### src/rtl/core/bfie_pkg.sv
// bfie_pkg: types and constants for the bit field insert/extract block
// request and response structs, store write bundle, sizing constants
// no dependencies
package bfie_pkg;

  localparam int STORE_BYTES_DEF = 32;
  localparam int BITS_PER_BYTE   = 8;
  localparam int MAX_FIELD_BITS  = 64;
  localparam int VALUE_W         = 64;
  localparam int START_W         = 8;
  localparam int LEN_W           = 7;
  // byte address reach: start byte up to 31 plus up to 8 more bytes
  localparam int ADDR_W          = 6;
  // steps per request: a field spans at most nine bytes
  localparam int STEPS           = 9;
  localparam int STEP_W          = 4;

  typedef enum logic {
    ACT_INSERT  = 1'b0,
    ACT_EXTRACT = 1'b1
  } bfie_act_t;

  typedef struct packed {
    logic                action;
    logic [START_W-1:0]  field_lsb;
    logic [LEN_W-1:0]    bit_length;
    logic [VALUE_W-1:0]  write_value;
  } bfie_req_t;

  typedef struct packed {
    logic [VALUE_W-1:0]  read_value;
    logic                range_error;
  } bfie_rsp_t;

  // masked byte write into the store
  typedef struct packed {
    logic                     en;
    logic [BITS_PER_BYTE-1:0] mask;
    logic [BITS_PER_BYTE-1:0] data;
  } bfie_wr_t;

endpackage

### src/rtl/core/bfie_store.sv
// bfie_store: byte store in flip-flops, cleared at reset
// one masked read-modify-write and one read per cycle at a shared address
// depends on bfie_pkg
module bfie_store #(
  parameter int STORE_BYTES = bfie_pkg::STORE_BYTES_DEF,
  localparam int AW = (STORE_BYTES > 1) ? $clog2(STORE_BYTES) : 1
) (
  input  logic                              clk,
  input  logic                              rst_n,
  input  logic [AW-1:0]                     addr,
  input  bfie_pkg::bfie_wr_t                wr,
  output logic [bfie_pkg::BITS_PER_BYTE-1:0] rd_data
);
  import bfie_pkg::*;

  logic [BITS_PER_BYTE-1:0] mem_r [STORE_BYTES];

  always_ff @(posedge clk) begin
    if (!rst_n) begin
      for (int i = 0; i < STORE_BYTES; i++) begin
        mem_r[i] <= '0;
      end
    end else if (wr.en) begin
      mem_r[addr] <= (mem_r[addr] & ~wr.mask) | (wr.data & wr.mask);
    end
  end

  assign rd_data = mem_r[addr];

endmodule

### src/rtl/core/bit_field_insert_extract_top.sv
// bit_field_insert_extract_top: bit addressed byte store with lsb-first fields
// byte serial insert and extract engine around bfie_store
// depends on bfie_pkg, bfie_store
//
// A request is taken at a rising edge with start high and busy low. Every
// request then walks nine bytes of the store, one byte per cycle, starting
// at byte field_lsb/8, whatever its length; the single byte port of the
// store is why it goes byte by byte. busy drops during the last step, so
// a new request can be taken at the edge that ends the last step of the
// one before. The response appears in the cycle after the last step with
// out_valid high for exactly one cycle; the receiver cannot stall it, and
// it must take it then. An insert writes only the addressed field bits,
// returns read_value zero, and reports range_error when the field runs
// past the end of the store (those bits are dropped). An extract returns
// the field zero-extended, bits past the end read as zero, range_error as
// for an insert. A length of zero touches nothing and reports no error;
// lengths above 64 act as 64. The store comes out of reset all zero.
module bit_field_insert_extract_top #(
  parameter int STORE_BYTES = bfie_pkg::STORE_BYTES_DEF
) (
  input  logic                clk,
  input  logic                rst_n,
  input  logic                start,
  output logic                busy,
  input  bfie_pkg::bfie_req_t in_req,
  output logic                out_valid,
  output bfie_pkg::bfie_rsp_t out_rsp
);
  import bfie_pkg::*;

  localparam int AW = (STORE_BYTES > 1) ? $clog2(STORE_BYTES) : 1;
  localparam int STORE_BITS = STORE_BYTES * BITS_PER_BYTE;
  localparam int SUM_W = START_W + 1;

  // control
  logic              busy_r;
  logic [STEP_W-1:0] step_r;
  logic              last;
  logic              accept;

  // per request working state
  logic                      act_r;
  logic                      err_r;
  logic [ADDR_W-2:0]         idx0_r;   // first byte touched
  logic [2:0]                sh_r;     // bit offset inside that byte
  logic [LEN_W-1:0]          rem_r;    // field bits not yet masked in
  logic [VALUE_W-1:0]        val_r;    // insert value, shifted out a byte per step
  logic [VALUE_W-1:0]        res_r;    // extract result, shifted in from the top
  logic [BITS_PER_BYTE-1:0]  mu_prev_r;
  logic [BITS_PER_BYTE-1:0]  v_prev_r;
  logic [BITS_PER_BYTE-1:0]  rd_prev_r;

  logic      out_valid_r;
  bfie_rsp_t out_rsp_r;

  // step datapath
  logic [BITS_PER_BYTE-1:0]   mu_cur;
  logic [BITS_PER_BYTE-1:0]   v_cur;
  logic [2*BITS_PER_BYTE-1:0] wide_v;
  logic [2*BITS_PER_BYTE-1:0] wide_m;
  logic [2*BITS_PER_BYTE-1:0] wide_rd;
  logic [ADDR_W-1:0]          addr;
  logic                       in_range;
  logic [BITS_PER_BYTE-1:0]   store_rd;
  logic [BITS_PER_BYTE-1:0]   rd_byte;
  logic [BITS_PER_BYTE-1:0]   out_byte;
  bfie_wr_t                   wr;

  // request decode
  logic [LEN_W-1:0] len_c;
  logic [SUM_W-1:0] end_bit;

  assign last   = busy_r && (step_r == STEP_W'(STEPS - 1));
  assign busy   = busy_r && !last;
  assign accept = start && !busy;

  // lengths above the maximum saturate
  assign len_c   = (in_req.bit_length > LEN_W'(MAX_FIELD_BITS)) ?
                   LEN_W'(MAX_FIELD_BITS) : in_req.bit_length;
  assign end_bit = {1'b0, in_req.field_lsb} + SUM_W'(len_c);

  // unshifted field mask for this byte of the field
  assign mu_cur = (rem_r >= LEN_W'(BITS_PER_BYTE)) ? '1 :
                  BITS_PER_BYTE'((9'd1 << rem_r[2:0]) - 9'd1);
  assign v_cur  = val_r[BITS_PER_BYTE-1:0] & mu_cur;

  // place field bytes at the bit offset, carrying bits from the byte before
  assign wide_v = {v_cur, v_prev_r} << sh_r;
  assign wide_m = {mu_cur, mu_prev_r} << sh_r;

  assign addr     = {1'b0, idx0_r} + ADDR_W'(step_r);
  assign in_range = addr < ADDR_W'(STORE_BYTES);
  assign rd_byte  = in_range ? store_rd : '0;

  // extract lags one step: this byte and the previous one give field byte k-1
  assign wide_rd  = {rd_byte, rd_prev_r} >> sh_r;
  assign out_byte = wide_rd[BITS_PER_BYTE-1:0] & mu_prev_r;

  always_comb begin
    wr.en   = busy_r && (act_r == ACT_INSERT) && in_range;
    wr.mask = wide_m[2*BITS_PER_BYTE-1:BITS_PER_BYTE];
    wr.data = wide_v[2*BITS_PER_BYTE-1:BITS_PER_BYTE];
  end

  bfie_store #(
    .STORE_BYTES(STORE_BYTES)
  ) u_store (
    .clk    (clk),
    .rst_n  (rst_n),
    .addr   (addr[AW-1:0]),
    .wr     (wr),
    .rd_data(store_rd)
  );

  // control registers
  always_ff @(posedge clk) begin
    if (!rst_n) begin
      busy_r      <= 1'b0;
      step_r      <= '0;
      out_valid_r <= 1'b0;
    end else begin
      out_valid_r <= last;
      if (accept) begin
        busy_r <= 1'b1;
        step_r <= '0;
      end else if (last) begin
        busy_r <= 1'b0;
      end else if (busy_r) begin
        step_r <= step_r + STEP_W'(1);
      end
    end
  end

  // working registers: load on a new request, otherwise advance one byte
  always_ff @(posedge clk) begin
    if (accept) begin
      act_r     <= in_req.action;
      idx0_r    <= in_req.field_lsb[START_W-1:3];
      sh_r      <= in_req.field_lsb[2:0];
      rem_r     <= len_c;
      val_r     <= in_req.write_value;
      err_r     <= (len_c != '0) && (end_bit > SUM_W'(STORE_BITS));
      mu_prev_r <= '0;
      v_prev_r  <= '0;
      rd_prev_r <= '0;
    end else if (busy_r) begin
      val_r     <= val_r >> BITS_PER_BYTE;
      rem_r     <= (rem_r >= LEN_W'(BITS_PER_BYTE)) ?
                   rem_r - LEN_W'(BITS_PER_BYTE) : '0;
      mu_prev_r <= mu_cur;
      v_prev_r  <= v_cur;
      rd_prev_r <= rd_byte;
    end
  end

  // result byte k-1 enters at the top; nothing useful on the first step
  always_ff @(posedge clk) begin
    if (busy_r && (step_r != '0)) begin
      res_r <= {out_byte, res_r[VALUE_W-1:BITS_PER_BYTE]};
    end
  end

  // response register, loaded at the end of the last step
  always_ff @(posedge clk) begin
    if (last) begin
      out_rsp_r.read_value  <= (act_r == ACT_EXTRACT) ?
                               {out_byte, res_r[VALUE_W-1:BITS_PER_BYTE]} : '0;
      out_rsp_r.range_error <= err_r;
    end
  end

  assign out_valid = out_valid_r;
  assign out_rsp   = out_rsp_r;

endmodule
### config.mk
export PLATFORM = sky130hd
export DESIGN_NAME = bit_field_insert_extract_top
export DESIGN_NICKNAME = d
export VERILOG_FILES = /design/src/rtl/core/bfie_pkg.sv /design/src/rtl/core/bfie_store.sv /design/src/rtl/core/bit_field_insert_extract_top.sv
export SDC_FILE = /design/constraint.sdc
export NUM_CORES = 1
export LEC_CHECK = 0
export BUFFER_PORTS_ARGS = -buffer_cell sky130_fd_sc_hd__buf_2
export CAP_MARGIN = 25
export CELL_PAD_IN_SITES_DETAIL_PLACEMENT = 0
export CELL_PAD_IN_SITES_GLOBAL_PLACEMENT = 1
export CORE_MARGIN = 2
export CORE_UTILIZATION = 30
export DETAILED_ROUTE_END_ITERATION = 8
export PLACE_DENSITY = 0.63
export SLEW_MARGIN = 0
export SYNTH_ARGS = -nofsm -noshare
export SYNTH_HDL_FRONTEND = slang
export SYNTH_SLANG_ARGS = --single-unit
export TNS_END_PERCENT = 5
### constraint.sdc
create_clock -name clk -period 8.41 [get_ports clk]
set_clock_uncertainty 0.15 [all_clocks]
set_input_delay 0.4205 -clock clk [delete_from_list [all_inputs] [get_ports clk]]
set_output_delay 0.4205 -clock clk [all_outputs]
set_load 0.005 [all_outputs]
Yosys cells after proc, flatten, opt, wreduce, memory -nomap -nowiden
Memories as Yosys holds them, arrays and structs flattened. Index checks and enable logic that the tools add are counted.

Output and inout port bits: 67. Bits of input ports: 83. Register bits: 240. Memories kept: 1. Logic and storage cells: 72. Memory bits (writable): 256.

Memory list: u_store.mem_r (words 32, width 8, read ports 1, clocked after memory_dff 0, write ports 32, line bfie_store.sv:16) `logic [BITS_PER_BYTE-1:0] mem_r [STORE_BYTES];`.

Reduce and logical (&&, ||, !) cells: 16. Magnitude comparators: 4. Shift operators: 4. Add/sub/neg operators: 5. Bitwise gates (word level): 9. Muxes and demuxes: 17. Equality and inequality tests: 1.

Operators by type and width (count): 2-to-1 mux 64 bit (2); bitwise AND 8 bit (4); left shift 16 x 3 -> 16 bit (2); 2-to-1 mux 7 bit (4); 2-to-1 mux 8 bit (3); >> shifter 16 x 3 -> 8 bit (1); adder 8 x 7 -> 9 bit (1); greater-than comparator 9 bit, second input constant (1); inverter 8 bit (1); bitwise OR 8 bit (1); OR reduction 8 bit (1); left shift 1 x 3 -> 8 bit, first input constant (1); subtractor 8 x 1 -> 8 bit, second input constant (1); >= comparator 7 x 4 -> 1 bit, second input constant (1); greater-than comparator 7 bit, second input constant (1); logical AND 1 bit (7); 2-to-1 mux 1 bit (7); nonzero test 7 bit (1); subtractor 7 x 4 -> 7 bit, second input constant (1); adder 5 x 4 -> 6 bit (1); less-than comparator 6 bit, second input constant (1); 2-to-1 mux 5 bit (1); adder 4 x 1 -> 4 bit, second input constant (1); == test 4 bit, second input constant (1); other kinds (6) (10).

Depth between registers and ports, before layout
Gate-level depths: netlist of the first run.

Depth after elaboration: 8. Mapped depth: 13. Gate-level depth less buffers: 10.

By module
A second synthesis of the first run with hierarchy kept.

Cell total of the unflattened synthesis: 2124. Area, all modules: 24529.8 um^2.

By module, submodules not included: bfie_store (instances 1, cells each 1235, area each 14131.1 um^2); bit_field_insert_extract_top (instances 1, cells each 889, area each 10398.7 um^2).

Worst setup path after synthesis of the first run
Ideal clock, no wire load.

Path type: reg2reg. Start: register busy_r. End: register res_r[10], enable pin. Setup time: 556 ps. Path buffers: 2. Cell stages (with the launch flop): 4. Required time: 7704 ps. Arrival time: 4962 ps. Setup slack: 2742 ps. Cell sequence: dfxtp_1 -> clkbuf_1 -> clkbuf_1 -> a21boi_0.

Longest elaborated chain between the ends: 1.

Ends and longest elaborated chain: start: declaration (line bit_field_insert_extract_top.sv:36) `logic busy_r;`; start signal: assignment (line bit_field_insert_extract_top.sv:118) `busy_r <= 1'b0;`; start signal: assignment (line bit_field_insert_extract_top.sv:124) `busy_r <= 1'b1;`; start signal: assignment (line bit_field_insert_extract_top.sv:127) `busy_r <= 1'b0;`; logical AND 1 bit (line bit_field_insert_extract_top.sv:158) `if (busy_r && (step_r != '0)) begin`; end signal: assignment (line bit_field_insert_extract_top.sv:159) `res_r <= {out_byte, res_r[VALUE_W-1:BITS_PER_BYTE]};`; end: declaration (line bit_field_insert_extract_top.sv:48) `logic [VALUE_W-1:0] res_r;`.

No other way between the ends. A chain may end at the register's enable or synchronous reset.

==> impl_metrics.toml, run 1 <==
[routing]
firstDrtPassIters = 6
wl_per_cell_um = 20.64
routed_wl_um = 60360
remaining_drc_errors = 0
final_antenna_net_count = 0
dr.first_iter.drc_count = 1391
vias = 14970
routed_via_density = 5.119

[layout]
instances_no_fill = 2925
drive_gt1_frac = 0.1846
multiInputGateArea_mm2 = 0.007541
final_common_cell = "edfxtp_1"
area_growth_pct = 18.29
postLayoutCoreUtil = 0.3572
fin_area_mm2 = 0.02646
insertedDiodeCount = 0
regArea_mm2 = 0.01433
fillCellCount = 7206
final_cell_mix = "edfxtp_1, nand2_1, nor2_1"
nets = 2011

[global_route]
antenna_found_initial = 1
grt_max_degree = 76
grt_pass1_vias = 15150
grt_use_total = 0.1552
grt_pass1_wl_um = 92780
grt.overflow.total = 0

[logic_synthesis]
synth_seq_area_share = 0.6409
yosysUniqueCellTypes = 77
synth.net_count = 1826
synth-async-reset-ratio = 0
synth_area_per_cell_um2 = 12.95
ys_ff_latch = 487
synth.cell_area_mm2 = 0.02237
ys.warnings.count = 0
synth-main-ff-cell = "edfxtp_1"
synth_edf_count = 458
synthCells = 1727

[worst_setup_path]
rr_startpoint = "idx0_r[0]$_DFFE_PP_"
crit_required_ps = 8540
r2r_slack_ps = 3520
crit_fanout = 40
arrival_ps = 5020
r2r_end = "u_store.mem_r[6][5]$_SDFFCE_PN0P_"
critPathKind = "reg2reg"
end_kind = "flip-flop"
rr_worst_depth = 9
worstSetupStartpointType = "flip-flop"

[power_and_ir_drop]
p_sw_mw = 1.552
powerDensity_mw_per_mm2 = 221.4
leakage_nw = 9.583
ir_drop_uv = 157.4
p_int_mw = 4.305
pwr-share-clk = 0.374
power_switching_share = 0.2650
power_frac_seq = 0.484
power_mw = 5.857
combPwrFrac = 0.143

[worst_hold_path]
min_path_type = "in2reg"
min_from = "in_req[57]"
hold_end = "val_r[57]$_SDFFCE_PN0P_"
hold_path_depth = 2

[sta]
worst_pin_slew_ps = 1090
fin_ws_ps = 3517
fin_crit_ps = 4893
rsz0062_at_grt = "no"
relSlewSlack = 0.2705
fmax_mhz = 204.4
setup_viol = 0
drv_slew = 0
final.setup.tns_ps = 0
period_share = 0.5818
holdWs_ps = 44.03
hold_violations = 0

[placed_design]
io_buffers = 149
pre_cts_ws_ps = 3565
dp_hpwl_um = 38380
dp.cells = 2755
gp_congestion = 0.8666
placed_cell_area_mm2 = 0.02413

[clock_network]
cts-resized-gates = 0
cts_tree = "yes"
cts_buffers = 52
cts.sinks = 487
clock_latency_ps = 590
clk_pin_slew_ps = 60
ctsHoldBuffers = 72
htreeDepth = 2
cts_buffer_depth = 3
cts_setup_buffers = 0
clk_root_buffer_cell = "clkbuf_16"

[flow_run]
maxCapViolCount = 0

[floorplan]
initial_core_util = 0.3020
top_level_ports = 150
row_count = 100
coreArea_mm2 = 0.07407
die_area_mm2 = 0.07675
die_x_um = 277.0
die-height_um = 277.0

[run_status]
status = "complete, no violations"
worst max path at each step:
stage                           start                            endpoint  slack (ps)
6_report          idx0_r[0]$_DFFE_PP_   u_store.mem_r[6][5]$_SDFFCE_PN0P_        3520
5_1_grt        step_r[0]$_SDFFE_PP0P_   u_store.mem_r[6][5]$_SDFFCE_PN0P_        3300
4_1_cts           idx0_r[0]$_DFFE_PP_   u_store.mem_r[6][5]$_SDFFCE_PN0P_        3540
3_5_place_dp      idx0_r[0]$_DFFE_PP_  u_store.mem_r[25][5]$_SDFFCE_PN0P_        3560
3_3_place_gp      idx0_r[0]$_DFFE_PP_   u_store.mem_r[6][5]$_SDFFCE_PN0P_        3610
2_1_floorplan     busy_r$_SDFFE_PN0P_                 res_r[10]$_DFFE_PP_        2740
power by group through the flow:
| stage | Sequential [mW] | Clock (mW) | Combinational (mW) |
|---|---|---|---|
| final | 2.83 | 2.19 | 0.835 |
| after floorplan | 2.86 | 0 | 0.542 |
| after global routing | 2.84 | 2.33 | 0.901 |
| after CTS | 2.83 | 2.24 | 0.836 |
| after detailed placement | 2.88 | 0 | 0.807 |
| after global placement | 2.88 | 0 | 0.802 |
layout make-up:
type                            instances  share of cell area
Clock inverter                         24            0.005675
Timing Repair Buffer                  250             0.06356
Tap cell                              969             0.04583
Inverter                               22            0.003121
Sequential cell                       487              0.5418
Clock buffer                           74             0.05500
Multi-Input combinational cell       1099              0.2850
per-layer routing:
metal	GRT usage	vias up	wire [um]
met3	0.02598	109	3235
met2	0.2552	505	28930
met5	0	-	11
li1	-	6850	-
met4	0.04808	2	1586
met1	0.2099	7506	26600
critical path: stages (launching register included):
cell and delay, ps:
edfxtp_1 420, ha_4 840, buf_4 510, mux4_2 580
mux2_2 290, o211ai_1 650, a21oi_1 220, o32ai_4 300
buf_4 420, a211oi_1 150
Yosys cell counts (6+ instances only):
cell type	count	area, um^2
buf_1	10	37.54
nand3_1	36	180.2
buf_4	7	52.55
dfxtp_1	29	580.6
mux2_2	8	90.09
o31ai_1	7	52.55
edfxtp_1	458	13750
buf_2	23	115.1
a21boi_0	6	45.04
a311oi_1	6	52.55
and3_1	16	100.1
o22ai_1	6	37.54
mux2i_1	62	620.6
inv_1	19	71.32
nor2_1	200	750.7
or3_1	6	37.54
o211ai_1	15	112.6
a31oi_1	7	43.79
a21oi_1	35	175.2
a22o_1	10	87.58
nor3_1	79	395.4
mux4_2	72	1622
ha_1	15	187.7
and2_1	66	412.9
o21ai_0	28	140.1
nand2_1	256	960.9
nor2b_1	13	81.33
nand2b_1	7	43.79
clkbuf_1	75	281.5
xnor2_1	6	52.55
a211oi_1	52	390.4
state kept, by name, indices dropped and copies added, names as in the netlist:
name,cells
v_prev_r,7
val_r,64
err_r,1
idx0_r,5
mu_prev_r,8
act_r,1
out_rsp,65
out_valid,1
u_store.mem_r,256
sh_r,3
rd_prev_r,8
step_r,4
res_r,56
busy_r,1
rem_r,7
cells by family after synthesis:
group,after synthesis,synth area share
flip-flops,487,0.6409
AO/OA/AOI/OAI,222,0.07054
AND/OR/NAND/NOR,706,0.1416
adder cells (fa/ha/maj),17,0.009734
multiplexers,142,0.1043
XOR/XNOR,12,0.005371
buffers and inverters,141,0.02763
(Power assumes the default switching activity.)
==> run 2: changes to the inputs <==
Settings changed: PLACE_DENSITY 0.63 to 0.65.
Clock period 8.41 ns to 4.3 ns, I/O delays scaled along.
==> impl_metrics.toml, run 2 (synthesis results as in run 1) <==
[worst_setup_path]
end_kind = "flip-flop"
cpMaxStageDelayCell = "o211ai_1"
rr_startpoint = "idx0_r[0]$_DFFE_PP_"
critPathKind = "reg2reg"
worstSetupStartpointType = "flip-flop"
path_buf_inv = 1
arrival_ps = 4320
crit_fanout = 32
rr_worst_depth = 10
crit_required_ps = 4470
cpPeakStageDelay_ps = 520
cp_top_family = "compound AO/OA/AOI/OAI gates"
r2r_end = "u_store.mem_r[13][5]$_SDFFCE_PN0P_"
worstPathCellList = "ha_4, fa_2, xor2_4, mux4_2, mux2_2, o211ai_1, a21oi_1, o32ai_4, buf_4, a211oi_1"
r2r_slack_ps = 150

[layout]
area_growth_pct = 21.87
final_cell_mix = "edfxtp_1, nand2_1, nor2_1"
largest_reg_flops = 256
insertedDiodeCount = 0
top_register = "u_store.mem_r"
drive_gt1_frac = 0.2127
nets = 2096
fin_area_mm2 = 0.02726
final_common_cell = "edfxtp_1"

[power_and_ir_drop]
p_int_mw = 8.482
leakage_nw = 10.03
combPwrFrac = 0.154
p_sw_mw = 3.095
powerDensity_mw_per_mm2 = 424.7
ir_drop_uv = 299.2
pwr-share-clk = 0.367
power_switching_share = 0.2674
power_frac_seq = 0.479

[worst_hold_path]
hold_path_depth = 3
min_path_type = "in2reg"
hold_end = "rem_r[0]$_DFFE_PP_"
min_from = "in_req[64]"

[floorplan]
initial_core_util = 0.3020
row_count = 100
die_area_mm2 = 0.07675
die_x_um = 277.0
coreArea_mm2 = 0.07407
top_level_ports = 150
die-height_um = 277.0

[run_status]
status = "complete, no violations"

[global_route]
grt.overflow.total = 0
antenna_found_initial = 0
grt_pass1_wl_um = 94560
grt_pass1_vias = 15660
grt_max_degree = 78
grt_use_total = 0.1595

[routing]
vias = 15360
highest_layer = "met4"
firstDrtPassIters = 6
remaining_drc_errors = 0
routed_wl_um = 62380
final_antenna_net_count = 0
wl_met1_um = 26500
dr.first_iter.drc_count = 1208
wl_met3_um = 3664
routed_via_density = 5.110
wl_met2_um = 30470
wl_per_cell_um = 20.76

[flow_run]
maxCapViolCount = 0

[placed_design]
gp_congestion = 0.9174
io_buffers = 149
placed_cell_area_mm2 = 0.02481
dp_hpwl_um = 41480

[sta]
hold_violations = 0
relSlewSlack = 0.3409
setup_viol = 0
rsz0062_at_grt = "no"
worst_pin_slew_ps = 979.6
fin_crit_ps = 4150
fmax_mhz = 240.9
drv_slew = 0
period_share = 0.9652
final.setup.tns_ps = 0

[clock_network]
clk_pin_slew_ps = 60
clock_latency_ps = 600
cts.sinks = 487
clk_root_buffer_cell = "clkbuf_16"
cts_buffer_depth = 3
htreeDepth = 2
cts_tree = "yes"
cts-resized-gates = 0
cts_buffers = 51
run 2: routing by layer:
metal,vias to the layer above,global-route usage
li1,7017,-
met1,7715,0.2109
met2,517,0.2680
met3,106,0.02708
met4,0,0.04877
met5,-,0
run 2: final cells by class:
class	instances	area [um^2]
Clock inverter	34	276.5
Fill cell	7164	46810
Timing Repair Buffer	336	2512
Inverter	22	82.58
Clock buffer	58	1303
Sequential cell	487	14330
Multi-Input combinational cell	1099	7538
Tap cell	969	1212
run 2: power groups by stage:
stage	clock, mW	sequential (mW)	combinational [mW]
2_1_floorplan	0	5.60	1.06
3_3_place_gp	0	5.63	1.70
3_5_place_dp	0	5.64	1.71
4_1_cts	4.34	5.55	1.78
5_1_grt	4.52	5.57	1.91
6_report	4.25	5.55	1.78
run 2: worst min-delay path, cell delays in order:
cell and delay (ps):
buf_2 110, nor2b_1 180, and3_1 190
run 2: how the worst max path moves through the flow:
| stage | from | end | slack (ps) | cells after the start |
|---|---|---|---|---|
| after floorplan | busy_r$_SDFFE_PN0P_ | res_r[10]$_DFFE_PP_ | 100 | 3 |
| after global placement | idx0_r[0]$_DFFE_PP_ | u_store.mem_r[12][5]$_SDFFCE_PN0P_ | 250 | 10 |
| after detailed placement | idx0_r[0]$_DFFE_PP_ | u_store.mem_r[16][5]$_SDFFCE_PN0P_ | 210 | 10 |
| after CTS | idx0_r[0]$_DFFE_PP_ | u_store.mem_r[13][5]$_SDFFCE_PN0P_ | 190 | 10 |
| after global routing | idx0_r[0]$_DFFE_PP_ | u_store.mem_r[4][5]$_SDFFCE_PN0P_ | 4 | 10 |
| final | idx0_r[0]$_DFFE_PP_ | u_store.mem_r[13][5]$_SDFFCE_PN0P_ | 150 | 10 |
run 2: repair_timing:
action,4_1_cts,5_1_grt
hold buffers,85,0
endpoints found under the setup margin,0,2
hold endpoints to repair,82,0
setup buffers,0,2
run 2: metrics by stage:
step / setup slack, ps / util / std cells / hold slack, ps / total power, mW
6_report: 149.7 / 0.3680 / 3005 / 61.87 / 11.58
5_1_grt: 3.605 / 0.3680 / 3005 / 57.61 / 12.00
4_1_cts: 192.2 / 0.3678 / 3003 / 33.73 / 11.67
3_5_place_dp: 211.1 / 0.3350 / 2826 / 251.9 / 7.358
3_3_place_gp: 247.8 / 0.3350 / 2826 / 251.8 / 7.332
2_1_floorplan: 97.55 / - / 1727 / 163.9 / 6.656
